[config.mk]
export PLATFORM = sky130hd
export DESIGN_NAME = saf_ctrl
export DESIGN_NICKNAME = d
export VERILOG_FILES = /design/src/saf_pkg.sv /design/src/saf_ctrl.sv
export VERILOG_INCLUDE_DIRS = /design/src /design/src/src
export SDC_FILE = /design/constraint.sdc
export NUM_CORES = 1
export LEC_CHECK = 0
export BUFFER_PORTS_ARGS = -buffer_cell sky130_fd_sc_hd__buf_2
export CAP_MARGIN = 20
export CORE_AREA = 3 3 40 42
export CTS_CLUSTER_DIAMETER = 120
export DETAILED_ROUTE_END_ITERATION = 7
export DIE_AREA = 0 0 43 45
export REMOVE_ABC_BUFFERS = 1
export SYNTH_ARGS = -nofsm -noshare
export SYNTH_HDL_FRONTEND = slang
export SYNTH_SLANG_ARGS = --single-unit
[constraint.sdc]
create_clock -name clk -period 1.3 [get_ports clk]
set_input_delay 0.13 -clock clk [delete_from_list [all_inputs] [get_ports clk]]
set_output_delay 0.13 -clock clk [all_outputs]
set_load 0.01 [all_outputs]
[src/stack_alu_with_flags_top_assert.svh]
// Assertion macros used by the stack ALU controller.
// Needs clk and arst_n visible in the including module.
`ifndef STACK_ALU_WITH_FLAGS_TOP_ASSERT_SVH
`define STACK_ALU_WITH_FLAGS_TOP_ASSERT_SVH
// Implication checked on every clock edge outside reset.
`define SAF_ASSERT(label, prop, msg) \
	label: assert property (@(posedge clk) disable iff (!arst_n) prop) else $error(msg);
// Condition that must never hold on a clock edge outside reset.
`define SAF_NEVER(label, cond, msg) \
	label: assert property (@(posedge clk) disable iff (!arst_n) !(cond)) else $error(msg);
`endif

[src/saf_pkg.sv]
// Package for the stack ALU: operation codes, conditions, errors, states.
// No dependencies.
package saf_pkg;
	localparam int unsigned StackDepthDefault = 64;

	typedef enum logic [4:0] {
		FN_PUSH = 5'd0, FN_POP = 5'd1, FN_ADD = 5'd2, FN_SUB = 5'd3,
		FN_INC = 5'd4, FN_DEC = 5'd5, FN_IMUL = 5'd6, FN_IDIV = 5'd7,
		FN_AND = 5'd8, FN_OR = 5'd9, FN_XOR = 5'd10, FN_NOT = 5'd11,
		FN_NEG = 5'd12, FN_SHL = 5'd13, FN_SHR = 5'd14, FN_SHRL = 5'd15,
		FN_CMP = 5'd16, FN_TEST = 5'd17
	} func_t;

	localparam logic [2:0] CND_ALWAYS = 3'd0;
	localparam logic [2:0] CND_ZERO = 3'd1;
	localparam logic [2:0] CND_NZERO = 3'd2;
	localparam logic [2:0] CND_GT = 3'd3;
	localparam logic [2:0] CND_GE = 3'd4;
	localparam logic [2:0] CND_LT = 3'd5;
	localparam logic [2:0] CND_LE = 3'd6;

	localparam logic [1:0] ERR_OK = 2'd0;
	localparam logic [1:0] ERR_UNDER = 2'd1;
	localparam logic [1:0] ERR_OVER = 2'd2;

	typedef enum logic [2:0] {
		ST_IDLE, ST_RD_B, ST_RD_A, ST_EXEC, ST_MDWAIT, ST_OUT
	} state_t;

	// Controller to datapath commands.
	typedef struct packed {
		logic load;     // capture input transaction
		logic rd_top;   // read entry at count-1 into b
		logic rd_next;  // read entry at count-2 into a
		logic start_md; // start multiply/divide
		logic exec;     // compute and write back
	} cmd_t;

	// Datapath to controller status.
	typedef struct packed {
		logic need1;
		logic need2;
		logic under;
		logic over;
		logic md_op;
		logic md_done;
	} stat_t;
endpackage

[src/saf_ctrl.sv]
// Controller state machine sequencing reads, execute and output handshake.
// Uses saf_pkg and the assertion macro header.
`include "stack_alu_with_flags_top_assert.svh"
module saf_ctrl (
	input logic clk,
	input logic arst_n,
	input logic in_valid,
	output logic in_ready,
	output logic out_valid,
	input logic out_ready,
	input saf_pkg::stat_t stat,
	output saf_pkg::cmd_t cmd
);
	import saf_pkg::*;
	state_t state_q, state_nx;

	always_ff @(posedge clk or negedge arst_n) begin
		if (!arst_n) state_q <= ST_IDLE;
		else state_q <= state_nx;
	end

	// Next state and commands.
	always_comb begin
		state_nx = state_q;
		cmd = '0;
		in_ready = 1'b0;
		out_valid = 1'b0;
		case (state_q)
			ST_IDLE: begin
				in_ready = 1'b1;
				if (in_valid) begin
					cmd.load = 1'b1;
					state_nx = ST_RD_B;
				end
			end
			ST_RD_B: begin
				if (!stat.under && (stat.need1 || stat.need2)) cmd.rd_top = 1'b1;
				state_nx = (stat.need2 && !stat.under) ? ST_RD_A : ST_EXEC;
			end
			ST_RD_A: begin
				cmd.rd_next = 1'b1;
				state_nx = ST_EXEC;
			end
			ST_EXEC: begin
				if (stat.md_op && !stat.under) begin
					cmd.start_md = 1'b1;
					state_nx = ST_MDWAIT;
				end else begin
					cmd.exec = 1'b1;
					state_nx = ST_OUT;
				end
			end
			ST_MDWAIT: begin
				if (stat.md_done) begin
					cmd.exec = 1'b1;
					state_nx = ST_OUT;
				end
			end
			ST_OUT: begin
				out_valid = 1'b1;
				if (out_ready) state_nx = ST_IDLE;
			end
			default: state_nx = ST_IDLE;
		endcase
	end

	`SAF_NEVER(a_excl, in_ready && out_valid, "input and output open together")
	`SAF_ASSERT(a_exec_out, cmd.exec |=> out_valid, "execute not followed by result")
	`SAF_ASSERT(a_load_rd, cmd.load |=> (state_q == ST_RD_B), "load not followed by read")
endmodule

==> results of run 1 <==
power groups by stage:
stage	logic (mW)	registers, mW	clock network (mW)
finish	0.605	0.256	0.169
global route	0.665	0.263	0.189
CTS	0.583	0.245	0.173
detailed placement	0.367	0.240	0
global placement	0.368	0.238	0
floorplan	0.217	0.221	0
cells in the final DEF, fill, tap and decap left out, types with 2 or more instances in the layout:
cell type,Yosys,final
buf_4,1,5
nand2_1,3,3
buf_2,2,16
clkbuf_4,0,3
nor3b_2,0,2
dfrtp_2,0,3
logic make-up (layout without fill, tap and decap cells):
logic type             Yosys count  count (layout)  synth area share
muxes                            1               1            0.0408
AOI/OAI and AO/OA                6               6             0.179
DFF                              3               3             0.306
buffers and inverters            4              28            0.0867
and+or+nand+nor                 17              17             0.388
stage by stage:
stage          utilization  power [mW]
2_1_floorplan            -       0.438
3_3_place_gp         0.262       0.606
3_5_place_dp         0.262       0.607
4_1_cts              0.352        1.00
5_1_grt              0.364        1.12
6_report             0.364        1.03
layout make-up:
| type | instances | area, µm² | share of cell area |
|---|---|---|---|
| multi-input combinational | 24 | 193 | 0.412 |
| inverter | 1 | 3.75 | 0.00802 |
| tap | 15 | 18.8 | 0.0401 |
| timing repair buffer | 23 | 148 | 0.316 |
| sequential | 3 | 78.8 | 0.168 |
| clock buffer | 4 | 26.3 | 0.0561 |
final timing paths:
| check | start | endpoint | cells after the start | slack (ns) |
|---|---|---|---|---|
| max | state_q[1] | cmd[3] | 3 | -0.06 |
| min | out_ready | state_q[2] | 4 | 0.19 |
| max reg2reg | state_q[1] | state_q[0] | 4 | 0.06 |
| min reg2reg | state_q[2] | state_q[2] | 3 | 0.71 |
| max in group asynchronous | arst_n | state_q[1] | 2 | 0.97 |
| min in group asynchronous | arst_n | state_q[0] | 2 | 0.21 |
cell usage after synthesis:
library cell	instances	share of area
nand2b_1	2	0.051
nand2_1	3	0.046
mux2i_1	1	0.041
nand3_1	1	0.020
buf_2	2	0.041
nor2_1	2	0.031
o21a_1	1	0.031
a21oi_1	1	0.020
nor3b_1	3	0.092
buf_4	1	0.031
nor3_1	2	0.041
o32ai_1	2	0.071
nor2b_1	1	0.026
nand3b_1	1	0.031
a31o_2	1	0.036
dfrtp_1	3	0.31
and2_1	1	0.026
nor4_1	1	0.026
inv_1	1	0.015
o21ai_0	1	0.020
what timing repair did:
action,4_1_cts,5_1_grt
cloned,0,0
gates resized for setup,10,3
pin swaps,2,1
endpoints found under the setup margin,4,7
hold buffers,1,0
hold endpoints to repair,3,0
setup buffers,5,0
worst min-delay path: stages:
cell,delay (ns)
buf_2,0.09
nand2_1,0.05
nand2_1,0.05
o21ai_0,0.06
per-layer routing:
metal  track usage  share of wire  wire (µm)
met4        0.0904          0.022         17
met2         0.129           0.44        339
met5             0              0          0
met1         0.123           0.45        349
met3        0.0319          0.085         66
==> metrics, run 1 <==
status=finished, violations left; failing checks=setup timing; Syn Std Cell Area=245 µm²; Final Max Slew Viols=0; Crit. End Element=output port; Die W=43 µm; yosys warns=0; global-route wire length before repair=1320 µm; Tcrit/Tclk final=1.05; cells after synthesis=31; CP Max Fanout=8; vias per inst=4.53; # rows=13; Worst-Margin Slew=0.230 ns; clk sinks=3; combinational fraction of design power=0.588; Sum Neg Setup Slack=-0.143 ns; DP Wirelength=475 µm; max incr delay on CP=0.47 ns; Rel. slew slack=0.846; cell family with most CP delay=flip-flops; Core Region=1280 µm²; Starting Density=0.191; Final Instance Area=468 µm²; Routed wire per std cell=11.0 µm; pin count of the biggest net entering global routing=9; register share of total power=0.249; P_sw=0.421 mW; Layout Cells excl Fill=70; PortBufs=15; Placed Instances=60; Buf/Inv on CP=1; Total GRT Usage=0.0976; Layout area overhead=90.8%; Pleak=0.215 nW; worst min-delay path class=input pin to flip-flop; CTS Buffer Depth=2; die area=1940 µm²; latest clock arrival within the worst-skew pair=0.24 ns; Final WS setup=-0.0622 ns; Clock Skews=0.00372 ns; Internal Power=0.608 mW; crit path max-delay cell type=dfrtp_2; DP Area=337 µm²; switch share=0.409; Num CTS Buffers=3; crit path kind=flip-flop to output port; Die Ht=45 µm; hold_ws=0.189 ns; register name with the most flops=state_q; peak supply drop=589 µV; post-synth cell types=20; fillers=137; share of cells above drive strength 1=0.691; clock root buffer=clkbuf_4; unrepaired setup endpoints after global routing=true; DRT Pass-1 Iters=2; PwrDens=2200 nW/µm²; Total Wirelength=773 µm; fin crit period=1.36 ns; max-cap violations=0; residual DRC count=0; antenna cell count=0; final number of hold-violating endpoints=0; DR iter-0 viols=8; type of origin of the critical path=flip-flop; crit-path cells=nand2b_4 -> nor4_2 -> buf_2; Overflow after GRT=0; antenna-violating nets left=0; vias post-DR=317; routability congestion estimate=0.725; Setup WS pre-CTS=0.101 ns; Avg Inst Size Synth=7.91 µm²; num ports=17; FF+latch count, synth=3; Seq/Total Area, Yosys=0.306; max reg flops=3; clock share of power=0.164; nets@finish=66; TritonCTS clock tree=done; vias in the first global route=298; Largest regs=state_q: 3 flops; Setup violations, final=6; CTS H-Tree Depth=1; antenna violations before repair=0; crit path DAT=1.23 ns; CP required=1.17 ns; Achievable Freq=0.734 GHz; clk slew on worst S/H paths=0.04 ns
Power figures use the tool's default switching activity.
==> run 2: changes to the inputs <==
Settings changed: REMOVE_ABC_BUFFERS 1 to not set.
==> run 2 against run 1 <==
Against the previous run: the run still ends with setup timing left; combinational power up 14%; via count is 3.2% higher; maximum frequency grew 3.4%; hold slack improved by 0.0051 ns; critical path depth unchanged; core utilization is 1.7 points higher; global-route usage decreased by 0.24 points; die area unchanged; largest power group unchanged.
==> metrics, run 2 (synthesized netlist as in run 1, its figures left out) <==
status=finished, violations left; failing checks=setup timing; Buf/Inv on CP=2; vias per inst=4.48; Die W=43 µm; switch share=0.401; PwrDens=2220 nW/µm²; Sum Neg Setup Slack=-0.0242 ns; antenna violations before repair=0; Worst Reg2Reg Path Length in Cells=5; DR iter-0 viols=0; Tcrit/Tclk final=1.01; Rel. slew slack=0.867; share of cells above drive strength 1=0.690; final number of hold-violating endpoints=0; combinational fraction of design power=0.634; Multi-input gate area=198 µm²; Total Wirelength=845 µm; Pleak=0.229 nW; nets@finish=69; Mapped Nets=41; DRT Pass-1 Iters=1; fin util=0.381; Crit. End Element=output port; Worst-Margin Slew=0.200 ns; TritonCTS clock tree=done; Setup violations, final=3; Clock Skews=0.000621 ns; register share of total power=0.214; type of origin of the critical path=flip-flop; antenna-violating nets left=0; crit path kind=flip-flop to output port; CP Max Fanout=5; Die Ht=45 µm; vias in the first global route=319; CTS H-Tree Depth=1; clock root buffer=clkbuf_4; residual DRC count=0; routability congestion estimate=0.753; Overflow after GRT=0; register name with the most flops=state_q; clk slew on worst S/H paths=0.04 ns; global-route wire length before repair=1290 µm; PortBufs=15; antenna cell count=0; crit path DAT=1.19 ns; vias post-DR=327; clock share of power=0.152; clk sinks=3; commonest cells after routing, fill and taps aside=buf_2, buf_4, nand2_1, clkbuf_4, dfrtp_2; Layout area overhead=99.5%; die area=1940 µm²; Core Region=1280 µm²; pin count of the biggest net entering global routing=10; CP required=1.17 ns; Num CTS Buffers=3; # rows=13; fin crit period=1.32 ns; FF+latch area=78.8 µm²; Routed wire per std cell=11.6 µm; crit-path cells=buf_4 -> o32ai_2 -> buf_2; cell family with most CP delay=flip-flops; fillers=148; P_sw=0.435 mW; hold depth=4; Starting Density=0.191; max incr delay on CP=0.42 ns; Achievable Freq=0.759 GHz; CTS Buffer Depth=2; num ports=17; commonest non-fill, non-tap cell in the layout=buf_2; Final WS setup=-0.0175 ns; max-cap violations=0; crit path max-delay cell type=dfrtp_2; peak supply drop=780 µV; worst min-delay path class=input pin to flip-flop; Pwr Total=1.09 mW; Worst path depth=3; Internal Power=0.650 mW; DP Wirelength=449 µm; unrepaired setup endpoints after global routing=true; Largest regs=state_q: 3 flops; max reg flops=3; latest clock arrival within the worst-skew pair=0.23 ns; Final Max Slew Viols=0; Total GRT Usage=0.0952
-- run 2: cell types whose count changed in the layout (fill, tap and decap cells not counted), sizes merged --
cell / change
buf: +3
-- run 2: power by group through the flow --
stage          sequential [mW]  clock (mW)  combinational (mW)
2_1_floorplan            0.149           0               0.333
3_3_place_gp             0.247           0               0.314
3_5_place_dp             0.246           0               0.314
4_1_cts                  0.250       0.175               0.507
5_1_grt                  0.242       0.179               0.747
6_report                 0.232       0.165               0.688
-- run 2: final cells by class --
class | instances | area share
clock buffer | 4 | 0.0537
multi-input combinational | 24 | 0.404
inverter | 1 | 0.00767
sequential | 3 | 0.161
tap | 15 | 0.0384
timing repair buffer | 26 | 0.335
-- run 2: stage by stage --
step | instance area (µm²) | hold WS, ns | cells | setup WS, ns
detailed placement | 322 | -0.0743 | 58 | 0.103
finish | 489 | 0.194 | 73 | -0.0175
global route | 489 | 0.209 | 73 | -0.0748
CTS | 434 | 0.184 | 69 | -0.0180
floorplan | 245 | -0.166 | 31 | 0.0824
global placement | 322 | -0.0745 | 58 | 0.0785
-- run 2: timing repair --
item / 4_1_cts / 5_1_grt
pin swaps: 1 / 2
endpoints found under the hold margin: 3 / 0
gates resized for setup: 9 / 6
hold buffers: 1 / 0
setup endpoints to repair: 5 / 6
buffers inserted: 6 / 4
-- run 2: metal layers --
metal  wire length, µm  global-route usage
met1               335              0.0922
met2               451               0.153
met3                44              0.0279
met4                14               0.108
met5                 0                   0
-- run 2: worst paths after layout --
path,from,end,slack (ns)
max,state_q[0],cmd[0],-0.02
min,out_ready,state_q[2],0.19
max reg2reg,state_q[1],state_q[0],0.03
min reg2reg,state_q[1],state_q[2],0.58
max in group asynchronous,arst_n,state_q[1],0.96
min in group asynchronous,arst_n,state_q[0],0.22
-- run 2: worst reg2reg max path, delay by kind of cell, from the launching register on --
| family | cells | cell delay, ns |
|---|---|---|
| AO/OA/AOI/OAI | 2 | 0.20 |
| buffers and inverters | 2 | 0.29 |
| flip-flops | 1 | 0.45 |
| AND/OR/NAND/NOR | 1 | 0.21 |
