==> src/stack_alu_with_flags_top_assert.svh <==
// Assertion macros used by the stack ALU controller.
// Needs clk and arst_n visible in the including module.
`ifndef STACK_ALU_WITH_FLAGS_TOP_ASSERT_SVH
`define STACK_ALU_WITH_FLAGS_TOP_ASSERT_SVH
// Implication checked on every clock edge outside reset.
`define SAF_ASSERT(label, prop, msg) \
	label: assert property (@(posedge clk) disable iff (!arst_n) prop) else $error(msg);
// Condition that must never hold on a clock edge outside reset.
`define SAF_NEVER(label, cond, msg) \
	label: assert property (@(posedge clk) disable iff (!arst_n) !(cond)) else $error(msg);
`endif

==> src/saf_pkg.sv <==
// Package for the stack ALU: operation codes, conditions, errors, states.
// No dependencies.
package saf_pkg;
	localparam int unsigned StackDepthDefault = 64;

	typedef enum logic [4:0] {
		FN_PUSH = 5'd0, FN_POP = 5'd1, FN_ADD = 5'd2, FN_SUB = 5'd3,
		FN_INC = 5'd4, FN_DEC = 5'd5, FN_IMUL = 5'd6, FN_IDIV = 5'd7,
		FN_AND = 5'd8, FN_OR = 5'd9, FN_XOR = 5'd10, FN_NOT = 5'd11,
		FN_NEG = 5'd12, FN_SHL = 5'd13, FN_SHR = 5'd14, FN_SHRL = 5'd15,
		FN_CMP = 5'd16, FN_TEST = 5'd17
	} func_t;

	localparam logic [2:0] CND_ALWAYS = 3'd0;
	localparam logic [2:0] CND_ZERO = 3'd1;
	localparam logic [2:0] CND_NZERO = 3'd2;
	localparam logic [2:0] CND_GT = 3'd3;
	localparam logic [2:0] CND_GE = 3'd4;
	localparam logic [2:0] CND_LT = 3'd5;
	localparam logic [2:0] CND_LE = 3'd6;

	localparam logic [1:0] ERR_OK = 2'd0;
	localparam logic [1:0] ERR_UNDER = 2'd1;
	localparam logic [1:0] ERR_OVER = 2'd2;

	typedef enum logic [2:0] {
		ST_IDLE, ST_RD_B, ST_RD_A, ST_EXEC, ST_MDWAIT, ST_OUT
	} state_t;

	// Controller to datapath commands.
	typedef struct packed {
		logic load;     // capture input transaction
		logic rd_top;   // read entry at count-1 into b
		logic rd_next;  // read entry at count-2 into a
		logic start_md; // start multiply/divide
		logic exec;     // compute and write back
	} cmd_t;

	// Datapath to controller status.
	typedef struct packed {
		logic need1;
		logic need2;
		logic under;
		logic over;
		logic md_op;
		logic md_done;
	} stat_t;
endpackage

==> src/saf_muldiv.sv <==
// Iterative 32-bit multiplier (low word) and truncating signed divider.
// Uses saf_pkg. One bit per cycle.
module saf_muldiv (
	input logic clk,
	input logic arst_n,
	input logic start,
	input logic is_div,
	input logic [31:0] a,
	input logic [31:0] b,
	output logic done,
	output logic [31:0] res
);
	import saf_pkg::*;
	logic busy_q;
	logic [5:0] cnt_q;
	logic div_q, neg_q, zero_q;
	logic [31:0] acc_q, opa_q, opb_q, rem_q;
	logic [32:0] trial;
	logic [31:0] ma, mb;

	assign ma = a[31] ? 32'(-a) : a;
	assign mb = b[31] ? 32'(-b) : b;
	assign trial = {rem_q, opa_q[31]} - {1'b0, opb_q};

	// Shift-add multiply or restoring divide, one bit a cycle.
	always_ff @(posedge clk or negedge arst_n) begin
		if (!arst_n) begin
			busy_q <= 1'b0;
			cnt_q <= '0;
			done <= 1'b0;
		end else begin
			done <= 1'b0;
			if (start) begin
				busy_q <= 1'b1;
				cnt_q <= '0;
			end else if (busy_q) begin
				cnt_q <= cnt_q + 6'd1;
				if (cnt_q == 6'd31) begin
					busy_q <= 1'b0;
					done <= 1'b1;
				end
			end
		end
	end

	always_ff @(posedge clk) begin
		if (start) begin
			div_q <= is_div;
			zero_q <= (b == 32'd0);
			neg_q <= a[31] ^ b[31];
			acc_q <= '0;
			rem_q <= '0;
			opa_q <= is_div ? ma : a;
			opb_q <= is_div ? mb : b;
		end else if (busy_q) begin
			if (div_q) begin
				if (!trial[32]) rem_q <= trial[31:0];
				else rem_q <= {rem_q[30:0], opa_q[31]};
				opa_q <= {opa_q[30:0], !trial[32]};
			end else begin
				if (opb_q[0]) acc_q <= acc_q + opa_q;
				opa_q <= {opa_q[30:0], 1'b0};
				opb_q <= {1'b0, opb_q[31:1]};
			end
		end
	end

	// Quotient sits in opa_q after the last divide step.
	always_comb begin
		if (!div_q) res = acc_q;
		else if (zero_q) res = '0;
		else res = neg_q ? 32'(-opa_q) : opa_q;
	end
endmodule

==> src/saf_datapath.sv <==
// Datapath: operand stack memory, operand registers, ALU, flags, result register.
// Uses saf_pkg, saf_muldiv.
module saf_datapath #(
	parameter int unsigned STACK_DEPTH = saf_pkg::StackDepthDefault
) (
	input logic clk,
	input logic arst_n,
	input saf_pkg::cmd_t cmd,
	output saf_pkg::stat_t stat,
	input logic [4:0] in_func,
	input logic [31:0] in_push_value,
	input logic [2:0] in_condition,
	output logic [31:0] top_value,
	output logic cond_taken,
	output logic zero_flag,
	output logic sign_flag,
	output logic [6:0] depth,
	output logic [1:0] error
);
	import saf_pkg::*;
	localparam int unsigned AW = (STACK_DEPTH > 1) ? $clog2(STACK_DEPTH) : 1;
	localparam int unsigned CW = $clog2(STACK_DEPTH + 1);

	logic [31:0] mem [STACK_DEPTH];
	logic [CW-1:0] cnt_q;
	logic zf_q, sf_q;
	logic [4:0] func_q;
	logic [31:0] pv_q, a_q, b_q;
	logic [2:0] cond_q;
	logic [CW-1:0] rd_idx;
	logic [31:0] r;
	logic md_done;
	logic [31:0] md_res;
	logic taken;
	logic wr_en;
	logic [CW-1:0] wr_idx;
	logic [CW-1:0] cnt_nx;
	logic [32:0] diff;

	// Operation classification.
	always_comb begin
		stat.need1 = (func_q == FN_POP) || (func_q == FN_INC) || (func_q == FN_DEC)
			|| (func_q == FN_NOT) || (func_q == FN_NEG);
		stat.need2 = !stat.need1 && (func_q >= FN_ADD) && (func_q <= FN_CMP);
		stat.under = (stat.need1 && cnt_q < CW'(1)) || (stat.need2 && cnt_q < CW'(2));
		stat.over = (func_q == FN_PUSH) && (cnt_q >= CW'(STACK_DEPTH));
		stat.md_op = (func_q == FN_IMUL) || (func_q == FN_IDIV);
		stat.md_done = md_done;
	end

	// Memory read address: top for b, next for a.
	assign rd_idx = cmd.rd_next ? cnt_q - CW'(2) : cnt_q - CW'(1);

	always_ff @(posedge clk) begin
		if (cmd.load) begin
			func_q <= in_func;
			pv_q <= in_push_value;
			cond_q <= in_condition;
		end
		if (cmd.rd_top) b_q <= mem[rd_idx[AW-1:0]];
		if (cmd.rd_next) a_q <= mem[rd_idx[AW-1:0]];
		if (wr_en) mem[wr_idx[AW-1:0]] <= r;
	end

	saf_muldiv u_md (
		.clk(clk), .arst_n(arst_n), .start(cmd.start_md),
		.is_div(func_q == FN_IDIV), .a(a_q), .b(b_q),
		.done(md_done), .res(md_res)
	);

	// Unary ops use b (the top entry) as operand.
	assign diff = {1'b0, a_q} - {1'b0, b_q};
	always_comb begin
		case (func_q)
			FN_PUSH: r = pv_q;
			FN_POP: r = b_q;
			FN_ADD: r = a_q + b_q;
			FN_SUB, FN_CMP: r = diff[31:0];
			FN_INC: r = b_q + 32'd1;
			FN_DEC: r = b_q - 32'd1;
			FN_IMUL, FN_IDIV: r = md_res;
			FN_AND: r = a_q & b_q;
			FN_OR: r = a_q | b_q;
			FN_XOR: r = a_q ^ b_q;
			FN_NOT: r = ~b_q;
			FN_NEG: r = 32'(-b_q);
			FN_SHL: r = a_q << b_q[4:0];
			FN_SHR: r = 32'($signed(a_q) >>> b_q[4:0]);
			FN_SHRL: r = a_q >> b_q[4:0];
			default: r = '0;
		endcase
	end

	// Condition evaluation from the current flags.
	always_comb begin
		case (cond_q)
			CND_ALWAYS: taken = 1'b1;
			CND_ZERO: taken = zf_q;
			CND_NZERO: taken = !zf_q;
			CND_GT: taken = !sf_q && !zf_q;
			CND_GE: taken = !sf_q;
			CND_LT: taken = sf_q;
			CND_LE: taken = sf_q || zf_q;
			default: taken = 1'b0;
		endcase
	end

	// Write back and new depth.
	always_comb begin
		wr_en = 1'b0;
		wr_idx = cnt_q;
		cnt_nx = cnt_q;
		if (cmd.exec && !stat.under && !stat.over) begin
			if (func_q == FN_PUSH) begin
				wr_en = 1'b1;
				cnt_nx = cnt_q + CW'(1);
			end else if (func_q == FN_POP) begin
				cnt_nx = cnt_q - CW'(1);
			end else if (stat.need1) begin
				wr_en = 1'b1;
				wr_idx = cnt_q - CW'(1);
			end else if (func_q == FN_CMP) begin
				cnt_nx = cnt_q - CW'(2);
			end else if (stat.need2) begin
				wr_en = 1'b1;
				wr_idx = cnt_q - CW'(2);
				cnt_nx = cnt_q - CW'(1);
			end
		end
	end

	always_ff @(posedge clk or negedge arst_n) begin
		if (!arst_n) begin
			cnt_q <= '0;
			zf_q <= 1'b0;
			sf_q <= 1'b0;
		end else if (cmd.exec) begin
			cnt_q <= cnt_nx;
			if (func_q == FN_CMP && !stat.under) begin
				zf_q <= (diff[31:0] == 32'd0);
				sf_q <= diff[31];
			end
		end
	end

	// Result register, loaded in the execute cycle.
	always_ff @(posedge clk) begin
		if (cmd.exec) begin
			top_value <= (stat.under || stat.over || func_q == FN_CMP) ? 32'd0 : r;
			cond_taken <= (func_q == FN_TEST) && taken;
			error <= stat.under ? ERR_UNDER : (stat.over ? ERR_OVER : ERR_OK);
		end
	end
	assign zero_flag = zf_q;
	assign sign_flag = sf_q;
	assign depth = 7'(cnt_q);
endmodule

==> config.mk <==
export PLATFORM = sky130hd
export DESIGN_NAME = saf_datapath
export DESIGN_NICKNAME = d
export VERILOG_FILES = /design/src/stack_alu_with_flags_top_assert.svh /design/src/saf_pkg.sv /design/src/saf_muldiv.sv /design/src/saf_datapath.sv
export SDC_FILE = /design/constraint.sdc
export NUM_CORES = 2
export LEC_CHECK = 0
export ABC_AREA = 0
export BUFFER_PORTS_ARGS = -buffer_cell sky130_fd_sc_hd__buf_2
export CORE_ASPECT_RATIO = 1.2
export CORE_MARGIN = 3
export CORE_UTILIZATION = 55
export DETAILED_ROUTE_END_ITERATION = 8
export GPL_ROUTABILITY_DRIVEN = 1
export MAX_ROUTING_LAYER = met4
export PLACE_DENSITY = 0.71
export SYNTH_ARGS = -nofsm -noshare
export SYNTH_HDL_FRONTEND = slang
export SYNTH_SLANG_ARGS = --single-unit
==> constraint.sdc <==
create_clock -name clk -period 8.38 [get_ports clk]
set_input_delay 0.838 -clock clk [delete_from_list [all_inputs] [get_ports clk]]
set_output_delay 0.838 -clock clk [all_outputs]
set_load 0.02 [all_outputs]
==> impl_metrics.tcl <==
set metrics [dict create \
    ant_nets 0 \
    avgViaCountPerCell 6.65 \
    grt.total_usage_pct 32.8 \
    status "finished clean" \
    synth_seq_cells 2335 \
    r2r_start "a_q[2]" \
    crit_fanout 34 \
    min_from "in_push_value[31]" \
    slew_violations 0 \
    port_buffers 96 \
    syn-instance-count 6664 \
    cts_resized 0 \
    drv_cap 0 \
    vias 62900 \
    avgRoutedWirePerCell_um 33.1 \
    h-tree-depth 4 \
    io_pins 97 \
    rsz0062_at_grt "false" \
    rows 175 \
    crit_arrival_ns 7.74 \
    grt_max_degree 136 \
    avgSynthCellArea_um2 15.9 \
    finalHoldViolations 0 \
    crit_path_end_kind "flip-flop" \
    drt-initial-drc-count 7773 \
    start_util_pct 55.6 \
    clockBufferDepth 3 \
    first_pass_iters 9 \
    fin_crit_sh_pct 84.4 \
    peakVddDrop_uv 527 \
    synth_nets 6918 \
    switching_share_pct 42.0 \
    power_leakage_nw 39.2 \
    route.detailed.drc 0 \
    setup_violations 0 \
    core_area_um2 190000 \
    synth-edff-count 2254 \
    grt_pass1_vias 61400 \
    fin_nets 7029 \
    worstMarginPinSlew_ns 1.42 \
    switchingPower_mw 22.3 \
    clk_latency_ns 0.88 \
    hold-worst-slack_ns 0.139 \
    clkSlewWorstSetupHoldPaths_ns 0.07 \
    areaGrowthSynthToFinish_pct 11.1 \
    slew_headroom_pct 4.91 \
    overflow 0 \
    hold_class "in2reg" \
    hpwlAfterDp_um 202000 \
    ys_seq_area_share_pct 65.5 \
    crit_required_ns 9.05 \
    internal-power_mw 30.8 \
    fp.dieW_um 407 \
    post-place-ws_ns 1.37 \
    drive_above_1_share_pct 19.8 \
    pwr-share-seq_pct 32.8 \
    cts_sinks 2335 \
    cts_made_buffers 219 \
    async_flop_share_pct 0.728 \
    cts_root_buffer "clkbuf_16" \
    finalInstanceArea_um2 118000 \
    die-area_um2 198000 \
    skew_ns 0.0873 \
    start_kind "flip-flop" \
    ys.flop_type "edfxtp_1" \
    grt_pass1_wl_um 448000 \
    die_y_um 487 \
    syn_area_um2 106000 \
    max_freq_ghz 0.141 \
    critPathKind "reg2reg" \
    power.density_nw_per_um2 451 \
    totalWireLength_um 313000 \
    fin_crit_ns 7.07 \
    placed_cell_area_um2 110000 \
    synth_cell_type_count 98 \
    pwr-share-comb_pct 48.4 \
    cts_tree "built" \
    crit_start "a_q[2]" \
    timing.setup.tns_ns 0 \
    worst_slack_ns 1.31 \
    gp_congestion 1.03 \
    pwr-share-clk_pct 18.8 \
    p_total_mw 53.1 \
    antenna_found_initial 31 \
    largest_reg_flops 2048 \
    yosys_warnings 0 \
]
-- synthesized netlist by cell type (all sizes together) (17+ instances only) --
library cell | n | share of area (%)
a221oi | 31 | 0.26
mux4 | 602 | 13
nor4 | 29 | 0.19
and2 | 18 | 0.11
a22o | 20 | 0.17
a22oi | 24 | 0.17
xnor2 | 190 | 1.6
a211oi | 187 | 1.3
o31ai | 18 | 0.13
nand4 | 30 | 0.18
and3 | 22 | 0.13
dfxtp | 64 | 1.2
dfrtp | 17 | 0.40
nor3 | 92 | 0.45
nand3 | 79 | 0.37
a21oi | 431 | 2.0
buf | 102 | 0.45
clkbuf | 301 | 1.1
nand2b | 33 | 0.19
o22ai | 19 | 0.12
nor2 | 452 | 1.6
xor2 | 50 | 0.41
a21o | 49 | 0.35
a31oi | 38 | 0.22
inv | 176 | 0.62
mux2i | 199 | 1.9
ha | 203 | 2.4
edfxtp | 2254 | 64
or3 | 27 | 0.16
o21ai | 183 | 0.87
o211ai | 32 | 0.23
o21bai | 23 | 0.17
nand2 | 272 | 0.96
nor2b | 181 | 1.1
-- power by group through the flow --
| stage | clock network [mW] | logic [mW] | registers, mW |
|---|---|---|---|
| finish | 9.96 | 25.7 | 17.4 |
| detailed placement | 0 | 25.5 | 17.6 |
| floorplan | 0 | 15.7 | 17.3 |
| global route | 10.6 | 27.1 | 17.5 |
| global placement | 0 | 25.2 | 17.6 |
| CTS | 10.1 | 25.6 | 17.4 |
-- worst paths after layout --
path                                  endpoint  slack [ns]  cells after the start
worst max-delay path               mem[10][28]        1.31                     16
worst min-delay path                  pv_q[31]        0.14                      1
worst max register to register     mem[10][28]        1.31                     16
worst min register to register  u_md.acc_q[16]        0.48                      2
max in group asynchronous             depth[1]        7.57                      2
min in group asynchronous        u_md.cnt_q[4]        0.47                      2
-- area by class of cell --
cell class / count / area [um2]
clock inverters: 135 / 1430
clock buffers: 273 / 5810
well taps: 2478 / 3100
diodes: 28 / 70.1
repair buffers: 294 / 2180
flip-flops and latches: 2335 / 69400
fillers: 13600 / 72800
inverters: 176 / 661
multi-input cells: 3749 / 35100
-- routing by layer --
layer  track usage [%]  share of wire (%)
met5                 -                  0
met4              14.5                4.5
met3              6.62                9.1
met2              49.2                 47
met1              44.0                 39
-- critical path, stage by stage (launching register included) --
cell	delay (ns)
edfxtp_1	0.58
or3_1	0.49
or3_1	0.41
nor3_1	0.35
nand3_1	0.21
nor3_1	0.30
xnor2_1	0.16
a21oi_1	0.10
ha_1	0.39
and3_1	0.28
nand2_1	0.12
o41ai_1	0.76
o21ai_0	0.33
o21ai_0	0.63
mux2_2	0.44
o221ai_4	0.87
buf_4	0.44
-- per-stage QoR --
stage / cells / util (%)
floorplan: 6664 / -
global placement: 9031 / 58.0
detailed placement: 9031 / 58.0
CTS: 9440 / 61.8
global route: 9461 / 61.8
finish: 9468 / 61.8
-- logic make-up after synthesis --
group | Yosys count | synth area share (%)
flops | 2335 | 65.5
buf+inv | 580 | 2.18
simple gates | 1296 | 5.89
fa+ha+maj | 207 | 2.47
xor+xnor | 240 | 1.98
compound gates | 1195 | 7.23
mux | 811 | 14.8
-- cell usage in the layout (no fill, tap or decap), drive strengths merged, types with 190 or more instances in the layout --
master / instances
buf: 293
a21oi: 431
nand2: 272
mux2i: 199
nor2: 452
mux4: 602
clkbuf: 273
xnor2: 190
edfxtp: 2254
ha: 203
-- timing repair --
| action | in CTS | in global routing |
|---|---|---|
| endpoints found under the hold margin | 17 | 0 |
| setup buffers | 0 | 0 |
| hold buffers | 1 | 0 |
Power figures use the tool's default switching activity.
